File: src/wsd_pkg.sv
`default_nettype none

package wsd_pkg;

   // Width of both configuration registers and of the write data.
   localparam int unsigned REG_BITS = 23;
   localparam int unsigned CSR_INDEX_BITS = 1;

   // Register indexes on the configuration port.
   localparam logic [CSR_INDEX_BITS-1:0] REG_MIN_WEIGHT       = 1'd0;
   localparam logic [CSR_INDEX_BITS-1:0] REG_STABLE_THRESHOLD = 1'd1;

   // Register reset values, in grams.
   localparam logic [REG_BITS-1:0] MIN_WEIGHT_RESET       = 23'd1;
   localparam logic [REG_BITS-1:0] STABLE_THRESHOLD_RESET = 23'd50;

   // Status reported with every result word.
   typedef enum logic [1:0] {
      ST_WAITING     = 2'd0,
      ST_RISING      = 2'd1,
      ST_STABILIZING = 2'd2,
      ST_STABLE      = 2'd3
   } status_type;

   // Controller states.
   typedef enum logic [1:0] {
      CS_IDLE = 2'd0,
      CS_SCAN = 2'd1,
      CS_DONE = 2'd2
   } ctrl_state_type;

endpackage

`default_nettype wire

File: src/wsd_chan_if.sv
`default_nettype none

// Sample channel: one signed weight sample per word.
interface wsd_req_if #(
   parameter int unsigned SAMPLE_BITS = 24
);
   logic                          valid;
   logic                          ready;
   logic signed [SAMPLE_BITS-1:0] weight_sample;

   modport source (output valid, output weight_sample, input ready);
   modport sink   (input valid, input weight_sample, output ready);
endinterface

// Result channel: status, one-shot event flag and the weight sent with it.
interface wsd_rsp_if #(
   parameter int unsigned SAMPLE_BITS = 24
);
   logic                          valid;
   logic                          ready;
   logic [1:0]                    status;
   logic                          stable_event;
   logic signed [SAMPLE_BITS-1:0] stable_weight;

   modport source (output valid, output status, output stable_event, output stable_weight,
                   input ready);
   modport sink   (input valid, input status, input stable_event, input stable_weight,
                   output ready);
endinterface

`default_nettype wire

File: src/weight_stability_detector.sv
// Weight stability detector for a load-cell scale.
// Input channel req_chan carries one signed weight sample (grams) per word;
// result channel rsp_chan returns exactly one word per sample: status,
// stable_event and stable_weight. Both use valid/ready; a word moves when
// both are high. min_weight and stable_threshold are written through the
// csr_ port; the user must write them only while the block is idle, as
// the block itself does not enforce this. A sample that is empty, arrives
// after the event, or leaves the window not yet full passes through the
// done state straight into the result register. A sample that completes a
// full window first passes through the scan state, in which the min and
// max travel through the chain of WINDOW_LEN slot cells, one cell per
// cycle, and then the done state, where the spread is compared. A new
// sample is taken in the cycle after the previous result is loaded.
// Reset (synchronous, active high) empties the window, clears the one-shot
// flag, sets status to waiting and restores the register defaults.
// When the receiver stalls, the result register holds its word and the next
// sample is still accepted; that sample's result waits in the controller
// until the register frees, and no further sample is taken meanwhile.
`default_nettype none

module weight_stability_detector
   import wsd_pkg::*;
#(
   parameter int unsigned WINDOW_LEN  = 5,
   parameter int unsigned SAMPLE_BITS = 24
) (
   input  wire                        clock,
   input  wire                        reset,
   wsd_req_if.sink                    req_chan,
   wsd_rsp_if.source                  rsp_chan,
   input  wire                        csr_wr_en,
   input  wire [CSR_INDEX_BITS-1:0]   csr_index,
   input  wire [REG_BITS-1:0]         csr_wr_data
);

   localparam int unsigned CNT_BITS = $clog2(WINDOW_LEN + 1);
   localparam int unsigned CMP_BITS =
      ((SAMPLE_BITS > REG_BITS) ? SAMPLE_BITS : REG_BITS) + 2;
   localparam logic [CNT_BITS-1:0] FULL_COUNT = CNT_BITS'(WINDOW_LEN);
   localparam logic [CNT_BITS-1:0] LAST_COUNT = CNT_BITS'(WINDOW_LEN - 1);

   ctrl_state_type                state_ff, state_in;
   logic [CNT_BITS-1:0]           fill_ff, fill_in;
   logic [CNT_BITS-1:0]           scan_cnt_ff, scan_cnt_in;
   logic                          event_sent_ff, event_sent_in;
   status_type                    last_status_ff, last_status_in;
   logic                          pend_scan_ff, pend_scan_in;
   logic signed [SAMPLE_BITS-1:0] pend_sample_ff, pend_sample_in;
   logic [REG_BITS-1:0]           min_weight_ff, min_weight_in;
   logic [REG_BITS-1:0]           stable_threshold_ff, stable_threshold_in;
   logic                          out_valid_ff, out_valid_in;
   status_type                    out_status_ff, out_status_in;
   logic                          out_event_ff, out_event_in;
   logic signed [SAMPLE_BITS-1:0] out_weight_ff, out_weight_in;

   logic                          req_fire;
   logic                          out_free;
   logic                          shift_en;
   logic                          is_empty;
   logic                          full_after;
   logic                          is_stable;
   logic signed [CMP_BITS-1:0]    sample_ext;
   logic signed [CMP_BITS-1:0]    min_ext;
   logic signed [CMP_BITS-1:0]    spread;
   logic signed [CMP_BITS-1:0]    thr_ext;

   logic signed [SAMPLE_BITS-1:0] win_val [WINDOW_LEN];
   logic signed [SAMPLE_BITS-1:0] lo_link [WINDOW_LEN];
   logic signed [SAMPLE_BITS-1:0] hi_link [WINDOW_LEN];

   // Window chain: a new sample enters at cell 0 and the oldest drops off the end.
   for (genvar i = 0; i < WINDOW_LEN; i++) begin : g_cell
      if (i == 0) begin : g_head
         wsd_cell #(.SAMPLE_BITS(SAMPLE_BITS)) u_cell (
            .clock      (clock),
            .shift_en   (shift_en),
            .sample_in  (req_chan.weight_sample),
            .sample_out (win_val[i]),
            .lo_in      (win_val[i]),
            .hi_in      (win_val[i]),
            .lo_out     (lo_link[i]),
            .hi_out     (hi_link[i])
         );
      end else begin : g_body
         wsd_cell #(.SAMPLE_BITS(SAMPLE_BITS)) u_cell (
            .clock      (clock),
            .shift_en   (shift_en),
            .sample_in  (win_val[i-1]),
            .sample_out (win_val[i]),
            .lo_in      (lo_link[i-1]),
            .hi_in      (hi_link[i-1]),
            .lo_out     (lo_link[i]),
            .hi_out     (hi_link[i])
         );
      end
   end

   // Compares: empty scale on the incoming sample, spread at the chain's end.
   always_comb begin
      req_fire   = req_chan.valid && req_chan.ready;
      out_free   = !out_valid_ff || rsp_chan.ready;
      sample_ext = CMP_BITS'(req_chan.weight_sample);
      min_ext    = $signed(CMP_BITS'(min_weight_ff));
      is_empty   = sample_ext < min_ext;
      full_after = fill_ff >= LAST_COUNT;
      spread     = CMP_BITS'(hi_link[WINDOW_LEN-1]) - CMP_BITS'(lo_link[WINDOW_LEN-1]);
      thr_ext    = $signed(CMP_BITS'(stable_threshold_ff));
      is_stable  = spread < thr_ext;
   end

   // Next state.
   always_comb begin
      state_in = state_ff;
      case (state_ff)
         CS_IDLE: begin
            if (req_fire) begin
               if (!is_empty && !event_sent_ff && full_after) begin
                  state_in = CS_SCAN;
               end else begin
                  state_in = CS_DONE;
               end
            end
         end
         CS_SCAN: begin
            if (scan_cnt_ff == LAST_COUNT) begin
               state_in = CS_DONE;
            end
         end
         CS_DONE: begin
            if (out_free) begin
               state_in = CS_IDLE;
            end
         end
         default: begin
            state_in = CS_IDLE;
         end
      endcase
   end

   // Datapath and outputs for each state.
   always_comb begin
      req_chan.ready = 1'b0;
      shift_en       = 1'b0;
      fill_in        = fill_ff;
      scan_cnt_in    = scan_cnt_ff;
      event_sent_in  = event_sent_ff;
      last_status_in = last_status_ff;
      pend_scan_in   = pend_scan_ff;
      pend_sample_in = pend_sample_ff;
      out_valid_in   = out_valid_ff && !rsp_chan.ready;
      out_status_in  = out_status_ff;
      out_event_in   = out_event_ff;
      out_weight_in  = out_weight_ff;
      case (state_ff)
         CS_IDLE: begin
            req_chan.ready = 1'b1;
            scan_cnt_in    = '0;
            pend_sample_in = req_chan.weight_sample;
            pend_scan_in   = 1'b0;
            if (req_fire) begin
               if (is_empty) begin
                  fill_in        = '0;
                  event_sent_in  = 1'b0;
                  last_status_in = ST_WAITING;
               end else if (!event_sent_ff) begin
                  shift_en = 1'b1;
                  if (fill_ff < FULL_COUNT) begin
                     fill_in = fill_ff + 1'b1;
                  end
                  if (full_after) begin
                     pend_scan_in = 1'b1;
                  end else begin
                     last_status_in = ST_RISING;
                  end
               end
            end
         end
         CS_SCAN: begin
            scan_cnt_in = scan_cnt_ff + 1'b1;
         end
         CS_DONE: begin
            if (out_free) begin
               out_valid_in  = 1'b1;
               out_event_in  = 1'b0;
               out_weight_in = '0;
               out_status_in = last_status_ff;
               if (pend_scan_ff) begin
                  if (is_stable) begin
                     event_sent_in  = 1'b1;
                     last_status_in = ST_STABLE;
                     out_status_in  = ST_STABLE;
                     out_event_in   = 1'b1;
                     out_weight_in  = pend_sample_ff;
                  end else begin
                     last_status_in = ST_STABILIZING;
                     out_status_in  = ST_STABILIZING;
                  end
               end
            end
         end
         default: begin
         end
      endcase
   end

   // Configuration writes.
   always_comb begin
      min_weight_in       = min_weight_ff;
      stable_threshold_in = stable_threshold_ff;
      if (csr_wr_en) begin
         case (csr_index)
            REG_MIN_WEIGHT:       min_weight_in       = csr_wr_data;
            REG_STABLE_THRESHOLD: stable_threshold_in = csr_wr_data;
            default: begin
            end
         endcase
      end
   end

   // Control registers.
   always_ff @(posedge clock) begin
      if (reset) begin
         state_ff            <= CS_IDLE;
         fill_ff             <= '0;
         scan_cnt_ff         <= '0;
         event_sent_ff       <= 1'b0;
         last_status_ff      <= ST_WAITING;
         pend_scan_ff        <= 1'b0;
         min_weight_ff       <= MIN_WEIGHT_RESET;
         stable_threshold_ff <= STABLE_THRESHOLD_RESET;
         out_valid_ff        <= 1'b0;
      end else begin
         state_ff            <= state_in;
         fill_ff             <= fill_in;
         scan_cnt_ff         <= scan_cnt_in;
         event_sent_ff       <= event_sent_in;
         last_status_ff      <= last_status_in;
         pend_scan_ff        <= pend_scan_in;
         min_weight_ff       <= min_weight_in;
         stable_threshold_ff <= stable_threshold_in;
         out_valid_ff        <= out_valid_in;
      end
   end

   // Payload registers.
   always_ff @(posedge clock) begin
      pend_sample_ff <= pend_sample_in;
      out_status_ff  <= out_status_in;
      out_event_ff   <= out_event_in;
      out_weight_ff  <= out_weight_in;
   end

   assign rsp_chan.valid         = out_valid_ff;
   assign rsp_chan.status        = out_status_ff;
   assign rsp_chan.stable_event  = out_event_ff;
   assign rsp_chan.stable_weight = out_weight_ff;

   // The event word always reports the stable status.
   a_event_is_stable: assert property (@(posedge clock) disable iff (reset)
      (out_valid_ff && out_event_ff) |-> (out_status_ff == ST_STABLE))
      else $error("stable event without stable status");

   // The weight field is zero on every word without the event.
   a_weight_zero: assert property (@(posedge clock) disable iff (reset)
      (out_valid_ff && !out_event_ff) |-> (out_weight_ff == '0))
      else $error("stable weight set without event");

   // A scan only runs over a full window.
   a_scan_full: assert property (@(posedge clock) disable iff (reset)
      (state_ff == CS_SCAN) |-> (fill_ff == FULL_COUNT))
      else $error("scan started on a partial window");

   // The one-shot flag is set only when a result is loaded after a scan.
   a_event_origin: assert property (@(posedge clock) disable iff (reset)
      $rose(event_sent_ff) |-> ($past(state_ff) == CS_DONE && $past(pend_scan_ff)))
      else $error("one-shot flag set outside a scan result");

endmodule

`default_nettype wire

File: src/wsd_cell.sv
`default_nettype none

// One window slot. The sample moves one cell down the chain on every shift,
// so the cell at the far end always holds the oldest sample. A running
// minimum and maximum pass through the chain one cell per cycle.
module wsd_cell
   import wsd_pkg::*;
#(
   parameter int unsigned SAMPLE_BITS = 24
) (
   input  wire                          clock,
   input  wire                          shift_en,
   input  wire signed [SAMPLE_BITS-1:0] sample_in,
   output logic signed [SAMPLE_BITS-1:0] sample_out,
   input  wire signed [SAMPLE_BITS-1:0] lo_in,
   input  wire signed [SAMPLE_BITS-1:0] hi_in,
   output logic signed [SAMPLE_BITS-1:0] lo_out,
   output logic signed [SAMPLE_BITS-1:0] hi_out
);

   logic signed [SAMPLE_BITS-1:0] sample_ff;
   logic signed [SAMPLE_BITS-1:0] lo_ff;
   logic signed [SAMPLE_BITS-1:0] hi_ff;
   logic signed [SAMPLE_BITS-1:0] lo_fold_in;
   logic signed [SAMPLE_BITS-1:0] hi_fold_in;

   // Fold this slot into the running extremes.
   always_comb begin
      lo_fold_in = (sample_ff < lo_in) ? sample_ff : lo_in;
      hi_fold_in = (sample_ff > hi_in) ? sample_ff : hi_in;
   end

   // Payload only: the controller never scans a slot before it is filled.
   always_ff @(posedge clock) begin
      if (shift_en) begin
         sample_ff <= sample_in;
      end
      lo_ff <= lo_fold_in;
      hi_ff <= hi_fold_in;
   end

   assign sample_out = sample_ff;
   assign lo_out     = lo_ff;
   assign hi_out     = hi_ff;

endmodule

`default_nettype wire

File: src/flat_wrapper.sv
// flat-port wrapper written by rule: the top's interface ports become plain ports
module weight_stability_detector_flat import wsd_pkg::*;
#(
   parameter int unsigned WINDOW_LEN  = 5,
   parameter int unsigned SAMPLE_BITS = 24
)
  (clock, reset, csr_wr_en, csr_index, csr_wr_data, req_chan_valid, req_chan_weight_sample, req_chan_ready, rsp_chan_valid, rsp_chan_status, rsp_chan_stable_event, rsp_chan_stable_weight, rsp_chan_ready);
  wsd_req_if #(.SAMPLE_BITS(SAMPLE_BITS)) req_chan_i ();
  wsd_rsp_if #(.SAMPLE_BITS(SAMPLE_BITS)) rsp_chan_i ();
  input  wire clock;
  input  wire reset;
  input  wire csr_wr_en;
  input  wire [CSR_INDEX_BITS-1:0] csr_index;
  input  wire [REG_BITS-1:0] csr_wr_data;
  input wire logic [$bits(req_chan_i.valid)-1:0] req_chan_valid;
  input wire logic [$bits(req_chan_i.weight_sample)-1:0] req_chan_weight_sample;
  output wire logic [$bits(req_chan_i.ready)-1:0] req_chan_ready;
  output wire logic [$bits(rsp_chan_i.valid)-1:0] rsp_chan_valid;
  output wire logic [$bits(rsp_chan_i.status)-1:0] rsp_chan_status;
  output wire logic [$bits(rsp_chan_i.stable_event)-1:0] rsp_chan_stable_event;
  output wire logic [$bits(rsp_chan_i.stable_weight)-1:0] rsp_chan_stable_weight;
  input wire logic [$bits(rsp_chan_i.ready)-1:0] rsp_chan_ready;
  assign req_chan_i.valid = req_chan_valid;
  assign req_chan_i.weight_sample = req_chan_weight_sample;
  assign req_chan_ready = req_chan_i.ready;
  assign rsp_chan_valid = rsp_chan_i.valid;
  assign rsp_chan_status = rsp_chan_i.status;
  assign rsp_chan_stable_event = rsp_chan_i.stable_event;
  assign rsp_chan_stable_weight = rsp_chan_i.stable_weight;
  assign rsp_chan_i.ready = rsp_chan_ready;
  weight_stability_detector #(.WINDOW_LEN(WINDOW_LEN), .SAMPLE_BITS(SAMPLE_BITS)) u_core (.clock(clock), .reset(reset), .req_chan(req_chan_i), .rsp_chan(rsp_chan_i), .csr_wr_en(csr_wr_en), .csr_index(csr_index), .csr_wr_data(csr_wr_data));
endmodule
File: config.mk
export PLATFORM = sky130hd
export DESIGN_NAME = weight_stability_detector_flat
export DESIGN_NICKNAME = d
export VERILOG_FILES = /design/src/wsd_pkg.sv /design/src/wsd_chan_if.sv /design/src/weight_stability_detector.sv /design/src/wsd_cell.sv /design/src/flat_wrapper.sv
export SDC_FILE = /design/constraint.sdc
export NUM_CORES = 1
export LEC_CHECK = 0
export ABC_CLOCK_PERIOD_IN_PS = 14000
export BUFFER_PORTS_ARGS = -buffer_cell sky130_fd_sc_hd__buf_2
export CORE_ASPECT_RATIO = 1.5
export CORE_MARGIN = 2
export CORE_UTILIZATION = 35
export DETAILED_ROUTE_END_ITERATION = 12
export GPL_TIMING_DRIVEN = 0
export HOLD_SLACK_MARGIN = 0.02
export PLACE_DENSITY = 0.61
export SKIP_CTS_REPAIR_TIMING = 1
export SYNTH_ARGS = -nofsm -noshare
export SYNTH_HDL_FRONTEND = slang
export SYNTH_HIERARCHICAL = 1
export SYNTH_SLANG_ARGS = --single-unit
export TNS_END_PERCENT = 100
File: constraint.sdc
create_clock -name clock -period 14 [get_ports clock]
set_clock_uncertainty 0.05 [all_clocks]
set_input_delay 0 -clock clock [delete_from_list [all_inputs] [get_ports clock]]
set_output_delay 0 -clock clock [all_outputs]
set_load 0.03 [all_outputs]
# Yosys cells after proc, flatten, opt, wreduce, memory -nomap -nowiden
# Cells that the tools add are included.
[word_totals] out_inout_bits=29 register_bits=446 input_bits=53 wordCells=119
[classes] addsub=3 n_reduce_logical=21 n_mux=43 order_cmp=12 n_bitwise=1 eq_ne=12
[ops] op="$mux W24" n=8
[ops] op="$lt A24 B24 Y1" n=5
[ops] op="$gt A24 B24 Y1" n=4
[ops] op="$lt A26 B24 Y1" n=1
[ops] op="$sub A24 B24 Y25" n=1
[ops] op="$mux W2" n=10
[ops] op="$mux W1" n=18
[ops] op="$ne A2 B1 Y1 const B" n=6
[ops] op="$mux W3" n=3
[ops] op="$reduce_and A2 Y1" n=4
[ops] op="$add A3 B1 Y3 const B" n=2
[ops] op="$pmux W2 S3" n=1
[ops] op="$pmux W3 S2" n=1
[ops] op="$reduce_and A6 Y1" n=1
[ops] op="$reduce_bool A2 Y1" n=3
[ops] op="$reduce_and A5 Y1" n=1
[ops] op="$logic_and A1 B1 Y1" n=4
[ops] op="$logic_not A1 Y1" n=4
[ops] op="$pmux W2 S2" n=1
[ops] op="$reduce_and A4 Y1" n=1
[ops] op="$eq A3 B3 Y1 const B" n=1
[ops] op="$ge A3 B3 Y1 const B" n=1
[ops] op="$lt A3 B3 Y1 const B" n=1
[ops] op="$ne A3 B2 Y1 const B" n=1
[ops] op="other kinds (9)" n=9

# Longest topological paths before layout
[logic_depth] ltp_word=7 ltp_mapped=21 depth_no_buf=20

# By module
# Netlist, hierarchy kept.
[by_module_without_submodules] module="wsd_cell (u_core.g_cell[0].g_head.u_cell ...)" seq_area_each_um2=1681.6 instances=4 cells_each=296 area_each_um2=3621.0
[by_module_without_submodules] module="weight_stability_detector" seq_area_each_um2=2712.6 instances=1 cells_each=705 area_each_um2=6326.1
[by_module_without_submodules] module="wsd_cell (u_core.g_cell[4].g_body.u_cell)" seq_area_each_um2=1681.6 instances=1 cells_each=290 area_each_um2=3530.9

# Worst setup path before layout
# Ideal clock, no wire load.
[synth_timing] kind="register to register" startpoint="register u_core.state_ff[0]" endpoint="register u_core.pend_scan_ff" synth_period_minus_slack_ns=5.752 setup_time_ns=0.074 required_ns=13.876 path_buffers=1 path_stages_with_launch=7 arrival_ns=5.628 setup_slack_ns=8.248 path_cell_list="dfxtp_1 nor2_1 and2_1 clkbuf_1 and3_1 nand2_1 a21oi_1"
[synth_between] elab_chain_cells=4
[synth_lines] item="start, declared" line_no="weight_stability_detector.sv:42" text="ctrl_state_type state_ff, state_in;"
[synth_lines] item="start signal, assigned" line_no="weight_stability_detector.sv:233" text="state_ff <= state_in;"
[synth_lines] item="$logic_not A2 Y1" line_no="weight_stability_detector.sv:154" text="case (state_ff)"
[synth_lines] item="$mux W1" line_no="weight_stability_detector.sv:154"
[synth_lines] item="net req_chan_ready" line_no="flat_wrapper.sv:17" text="output wire logic [$bits(req_chan_i.ready)-1:0] req_chan_ready;"
[synth_lines] item="$logic_and A1 B1 Y1" line_no="weight_stability_detector.sv:100" text="req_fire = req_chan.valid && req_chan.ready;"
[synth_lines] item="$mux W1" line_no="weight_stability_detector.sv:160" text="if (req_fire) begin"
[synth_lines] item="end signal, assigned" line_no="weight_stability_detector.sv:238" text="pend_scan_ff <= pend_scan_in;"
[synth_lines] item="end, declared" line_no="weight_stability_detector.sv:47" text="logic pend_scan_ff, pend_scan_in;"
# The timed path passes the listed nets, and every way through them passes these cells.
# A chain may end at the register's enable or synchronous reset.

# Worst setup path in the final report
[layout_timing] startpoint="register u_core.g_cell[4].g_body.u_cell.lo_ff[8]" endpoint="register u_core.out_weight_ff[22] (netlist: u_core/rsp_chan.stable_weight[22]) (data pin)"
[layout_between] elab_chain_cells=3
[layout_lines] item="start, declared" line_no="wsd_cell.sv:22" text="logic signed [SAMPLE_BITS-1:0] lo_ff;"
[layout_lines] item="start signal, assigned" line_no="wsd_cell.sv:38" text="lo_ff <= lo_fold_in;"
[layout_lines] item="$sub A24 B24 Y25" line_no="weight_stability_detector.sv:106" text="spread = CMP_BITS'(hi_link[WINDOW_LEN-1]) - CMP_BITS'(lo_link[WINDOW_LEN-1]);"
[layout_lines] item="$lt A26 B24 Y1" line_no="weight_stability_detector.sv:108" text="is_stable = spread < thr_ext;"
[layout_lines] item="$reduce_and A2 Y1 (no line)"
[layout_lines] item="end signal, assigned" line_no="weight_stability_detector.sv:250" text="out_weight_ff <= out_weight_in;"
[layout_lines] item="end, declared" line_no="weight_stability_detector.sv:54" text="logic signed [SAMPLE_BITS-1:0] out_weight_ff, out_weight_in;"
# No other way between the ends.

==> metrics.csv <==
stage,metric,value,unit
outcome,result of the run,"finished, violations left",
outcome,violated checks,negative hold slack,
power_and_ir_drop,NetSw,1620,uW
global_route,largest net degree at the start of global routing,63,
detailed_routing,drt pass-1 iters,5,
power_and_ir_drop,Leak,0.0126,uW
worst_hold_path,Worst Hold Class,in -> reg,
sta,Setup WS post-layout,8.79,ns
worst_setup_path,R2R setup slack,8.79,ns
worst_hold_path,hold path endpoint,u_core/state_ff[1]$_SDFFE_PP0P_,
floorplan,die area,0.0717,mm^2
cts,Inserted Clock Buffers,42,
sta,setup TNS,0,ns
worst_setup_path,CP peak stage delay,0.42,ns
global_route,first-pass GRT wire length,89.4,mm
sta,final hold viol count,1,
cts,CTS root buffer,clkbuf_16,
detailed_routing,routed wire length,58.5,mm
logic_synthesis,Gate Count Post-Synth,2179,
worst_setup_path,data arrival time of the worst path,5.58,ns
global_route,GRT Total Usage,0.162,
sta,worst slew pin tran,1.06,ns
detailed_routing,vias per std cell,4.85,
worst_setup_path,crit path cell chain,"inv_1, ha_1, a21oi_1, o21ai_0, a31oi_1, nand2_1, a21oi_1, o31a_1, mux2i_1, o2111ai_1, ha_1, a2111oi_0, o21ai_0, o32a_1, a21oi_2, o21a_4, buf_6, and2_1",
worst_setup_path,R2R depth,18,
floorplan,Die Span X,219,um
sta,Slew Limit Fails,0,
worst_setup_path,CP Capture Type,flip-flop,
logic_synthesis,most common flop cell mapped by yosys,dfxtp_1,
logic_synthesis,Synth cell types,70,
worst_setup_path,slowest cell on the critical path,o2111ai_1,
worst_setup_path,worst path required time,14.37,ns
place,Port Buffers,81,
detailed_routing,DR vias,16000,
floorplan,Placeable Area,0.0689,mm^2
power_and_ir_drop,Flop pwr share,0.367,
cts,clk_lat worst skew,0.56,ns
sta,worst hold margin,-0.0419,ns
cts,CTS H-tree lvls,2,
finish,synthesis-to-layout area growth,14.9,%
power_and_ir_drop,VDD IR max,0.0000822,V
finish,area of the multi-input gates,0.0117,mm^2
floorplan,FP Rows,118,
global_route,Overflow after GRT,0,
sta,fmax,192,MHz
worst_setup_path,Worst setup SP type,flip-flop,
worst_setup_path,reg-to-reg endpoint,u_core/rsp_chan.stable_weight[22]$_SDFFCE_PN0P_,
worst_setup_path,Crit Path Class,reg -> reg,
detailed_routing,Antenna Nets Post-Route,0,
cts,CTS tree,built,
worst_setup_path,Crit Path Max Fanout,10,
place,setup slack at placement,8.84,ns
sta,crit share post-route,0.372,
worst_hold_path,min-delay src,req_chan_valid,
worst_setup_path,Worst Path Buf+Inv,2,
logic_synthesis,syn nets,2540,
power_and_ir_drop,switching part of the total,0.340,
logic_synthesis,"FFs w/ async S/R, synth",0,
cts,CTS Sinks,470,
floorplan,die height,327,um
detailed_routing,Avg WL per Cell,17.7,um
floorplan,Initial Utilization,0.353,
logic_synthesis,syn_area_per_cell,11.2,um^2
finish,fin nets,2727,
power_and_ir_drop,power share of the clock group,0.249,
sta,RSZ-0062 raised after global routing,no,
power_and_ir_drop,P_int,3130,uW
place,Final HPWL DP,47.1,mm
power_and_ir_drop,Comb pwr share,0.383,
finish,fraction of layout cells with a size suffix above 1,0.190,
logic_synthesis,register area share after synthesis,0.457,
sta,Max-Slew Margin vs Limit,0.296,
logic_synthesis,Post-synth EDFFs,171,
sta,crit path time final,5.21,ns
detailed_routing,DRC viols,0,
cts,CTS Buffer Depth,3,
worst_setup_path,Top delay family on crit path,compound AO/OA/AOI/OAI gates,
finish,Filler cells,6459,
logic_synthesis,Post-Syn Area,0.0243,mm^2
logic_synthesis,Yosys reg bits,470,
sta,Final setup violation count,0,
place,routability cong.,0.931,
floorplan,io pins,82,
worst_hold_path,hold path depth,5,
job,max_cap viols,0,
detailed_routing,First DRT Iteration DRCs,743,
global_route,vias in the first global route,16600,
logic_synthesis,synth warn,6,
finish,register area,0.0111,mm^2
power_and_ir_drop,power per cell area,170,mW/mm^2
global_route,initial antenna violation count,1,
finish,n_diodes,0,
worst_setup_path,reg-to-reg startpoint,u_core/g_cell[4].g_body.u_cell/lo_out[8]$_DFF_P_,
cts,"Reg clk slew, reported paths",0.07,ns
-- through the flow --
step,hold WS (ns),utilization,instance area (um^2),cells,total power [uW]
after floorplan,0.0489,-,24300,2179,3040
after global placement,0.222,0.375,25900,3160,3540
after detailed placement,0.213,0.376,25900,3163,3600
after CTS,-0.373,0.397,27400,3241,4800
after global routing,0.0185,0.406,28000,3300,5030
final,-0.0419,0.406,28000,3300,4750
-- cell usage after synthesis, types with 12 or more instances --
master / number / share of area
inv_1: 332 / 0.051
ha_1: 307 / 0.16
dfxtp_1: 299 / 0.25
edfxtp_1: 171 / 0.21
a21oi_1: 161 / 0.033
nand2_1: 156 / 0.024
mux2_2: 137 / 0.063
mux2_4: 100 / 0.062
o21ai_0: 68 / 0.014
nand4_1: 46 / 0.012
a21o_1: 41 / 0.013
nor2_1: 40 / 0.0062
and2_1: 29 / 0.0075
nor2b_1: 21 / 0.0054
buf_6: 20 / 0.0093
clkbuf_1: 18 / 0.0028
o211ai_1: 17 / 0.0052
mux2i_1: 16 / 0.0066
xnor2_1: 15 / 0.0054
nor3_1: 14 / 0.0029
o21a_1: 13 / 0.0040
a211oi_1: 12 / 0.0037
nand3_1: 12 / 0.0025
-- cell usage in the layout (no fill, tap or decap), types with 13 or more instances in the layout --
cell type	Yosys	routed
clkbuf_1	18	23
buf_6	20	21
nor2b_1	21	21
mux2i_1	16	16
a21oi_1	161	161
mux2_2	137	137
dfxtp_1	299	299
nor3_1	14	14
clkbuf_16	0	45
and2_1	29	29
xnor2_1	15	15
o211ai_1	17	17
o21a_1	13	13
ha_1	307	307
dlygate4sd3_1	0	59
buf_2	2	83
o21ai_0	68	68
inv_1	332	332
nand2_1	156	156
edfxtp_1	171	171
mux2_4	100	100
nand4_1	46	46
a21o_1	41	41
nor2_1	40	38
-- layer usage --
layer | vias to the layer above | part of all wire | track usage
li1 | 8013 | - | -
met3 | 154 | 0.028 | 0.0150
met5 | - | 0.00026 | 0
met1 | 7529 | 0.34 | 0.151
met4 | 2 | 0.077 | 0.113
met2 | 294 | 0.56 | 0.324
-- worst min-delay path, cell delays in order --
cell and delay, ns:
buf_2 0.11, mux2i_1 0.12, nor2_1 0.05, a31oi_1 0.16, a311oi_1 0.07
-- how the worst max path moves through the flow --
stage	cells past startpoint	startpoint	to	slack, ns
after detailed placement	18	u_core/g_cell[4].g_body.u_cell/lo_out[1]$_DFF_P_	u_core/rsp_chan.stable_weight[20]$_SDFFCE_PN0P_	8.84
after global routing	18	u_core/g_cell[4].g_body.u_cell/lo_out[1]$_DFF_P_	u_core/rsp_chan.stable_weight[20]$_SDFFCE_PN0P_	8.69
after CTS	18	u_core/g_cell[4].g_body.u_cell/lo_out[1]$_DFF_P_	u_core/rsp_chan.stable_weight[20]$_SDFFCE_PN0P_	8.82
after global placement	6	u_core/state_ff[0]$_SDFFE_PP0P_	u_core/pend_scan_ff$_SDFFE_PP0P_	6.19
after floorplan	6	u_core/state_ff[0]$_SDFFE_PP0P_	u_core/pend_scan_ff$_SDFFE_PP0P_	8.25
final	18	u_core/g_cell[4].g_body.u_cell/lo_out[8]$_DFF_P_	u_core/rsp_chan.stable_weight[22]$_SDFFCE_PN0P_	8.79
-- flip-flops by register name (all words and copies together), names as in the netlist --
register,cells
u_core/g_cell.g_body.u_cell/hi_out,96
u_core/g_cell.g_body.u_cell/lo_out,96
u_core/g_cell.g_body.u_cell/sample_out,96
u_core/g_cell.g_head.u_cell/hi_out,24
u_core/g_cell.g_head.u_cell/lo_out,24
u_core/g_cell.g_head.u_cell/sample_out,24
u_core/pend_sample_ff,24
u_core/rsp_chan.stable_weight,24
u_core/min_weight_ff,23
u_core/stable_threshold_ff,23
u_core/fill_ff,3
u_core/scan_cnt_ff,3
u_core/last_status_ff,2
u_core/rsp_chan.status,2
u_core/state_ff,2
u_core/event_sent_ff,1
u_core/pend_scan_ff,1
u_core/rsp_chan.stable_event,1
u_core/rsp_chan.valid,1
-- power by group through the flow --
stage                     Clock [uW]  Combinational [uW]  Sequential [uW]
final                           1180                1820             1740
after detailed placement           0                1820             1780
after global placement             0                1770             1770
after global routing            1260                2000             1770
after floorplan                    0                1300             1740
after CTS                       1210                1830             1750
-- cell families (layout without fill, tap and decap cells) --
logic type | after synthesis | after routing | share of synthesized area
DFF | 470 | 470 | 0.457
AOI/OAI and AO/OA | 388 | 388 | 0.102
buffers and inverters | 372 | 593 | 0.0636
and+or+nand+nor | 367 | 367 | 0.0789
adders and majority gates | 308 | 308 | 0.159
muxes | 253 | 253 | 0.132
xor gates and xnor gates | 21 | 21 | 0.00786
-- area by class of cell --
cell class	count	share of cell area
multi-input combinational	1337	0.418
sequential	470	0.398
inverter	332	0.0446
clock buffer	54	0.0429
tap	900	0.0403
timing repair buffer	143	0.0375
buffer	40	0.0108
clock inverter	24	0.00846
Power figures use the tool's default switching activity.
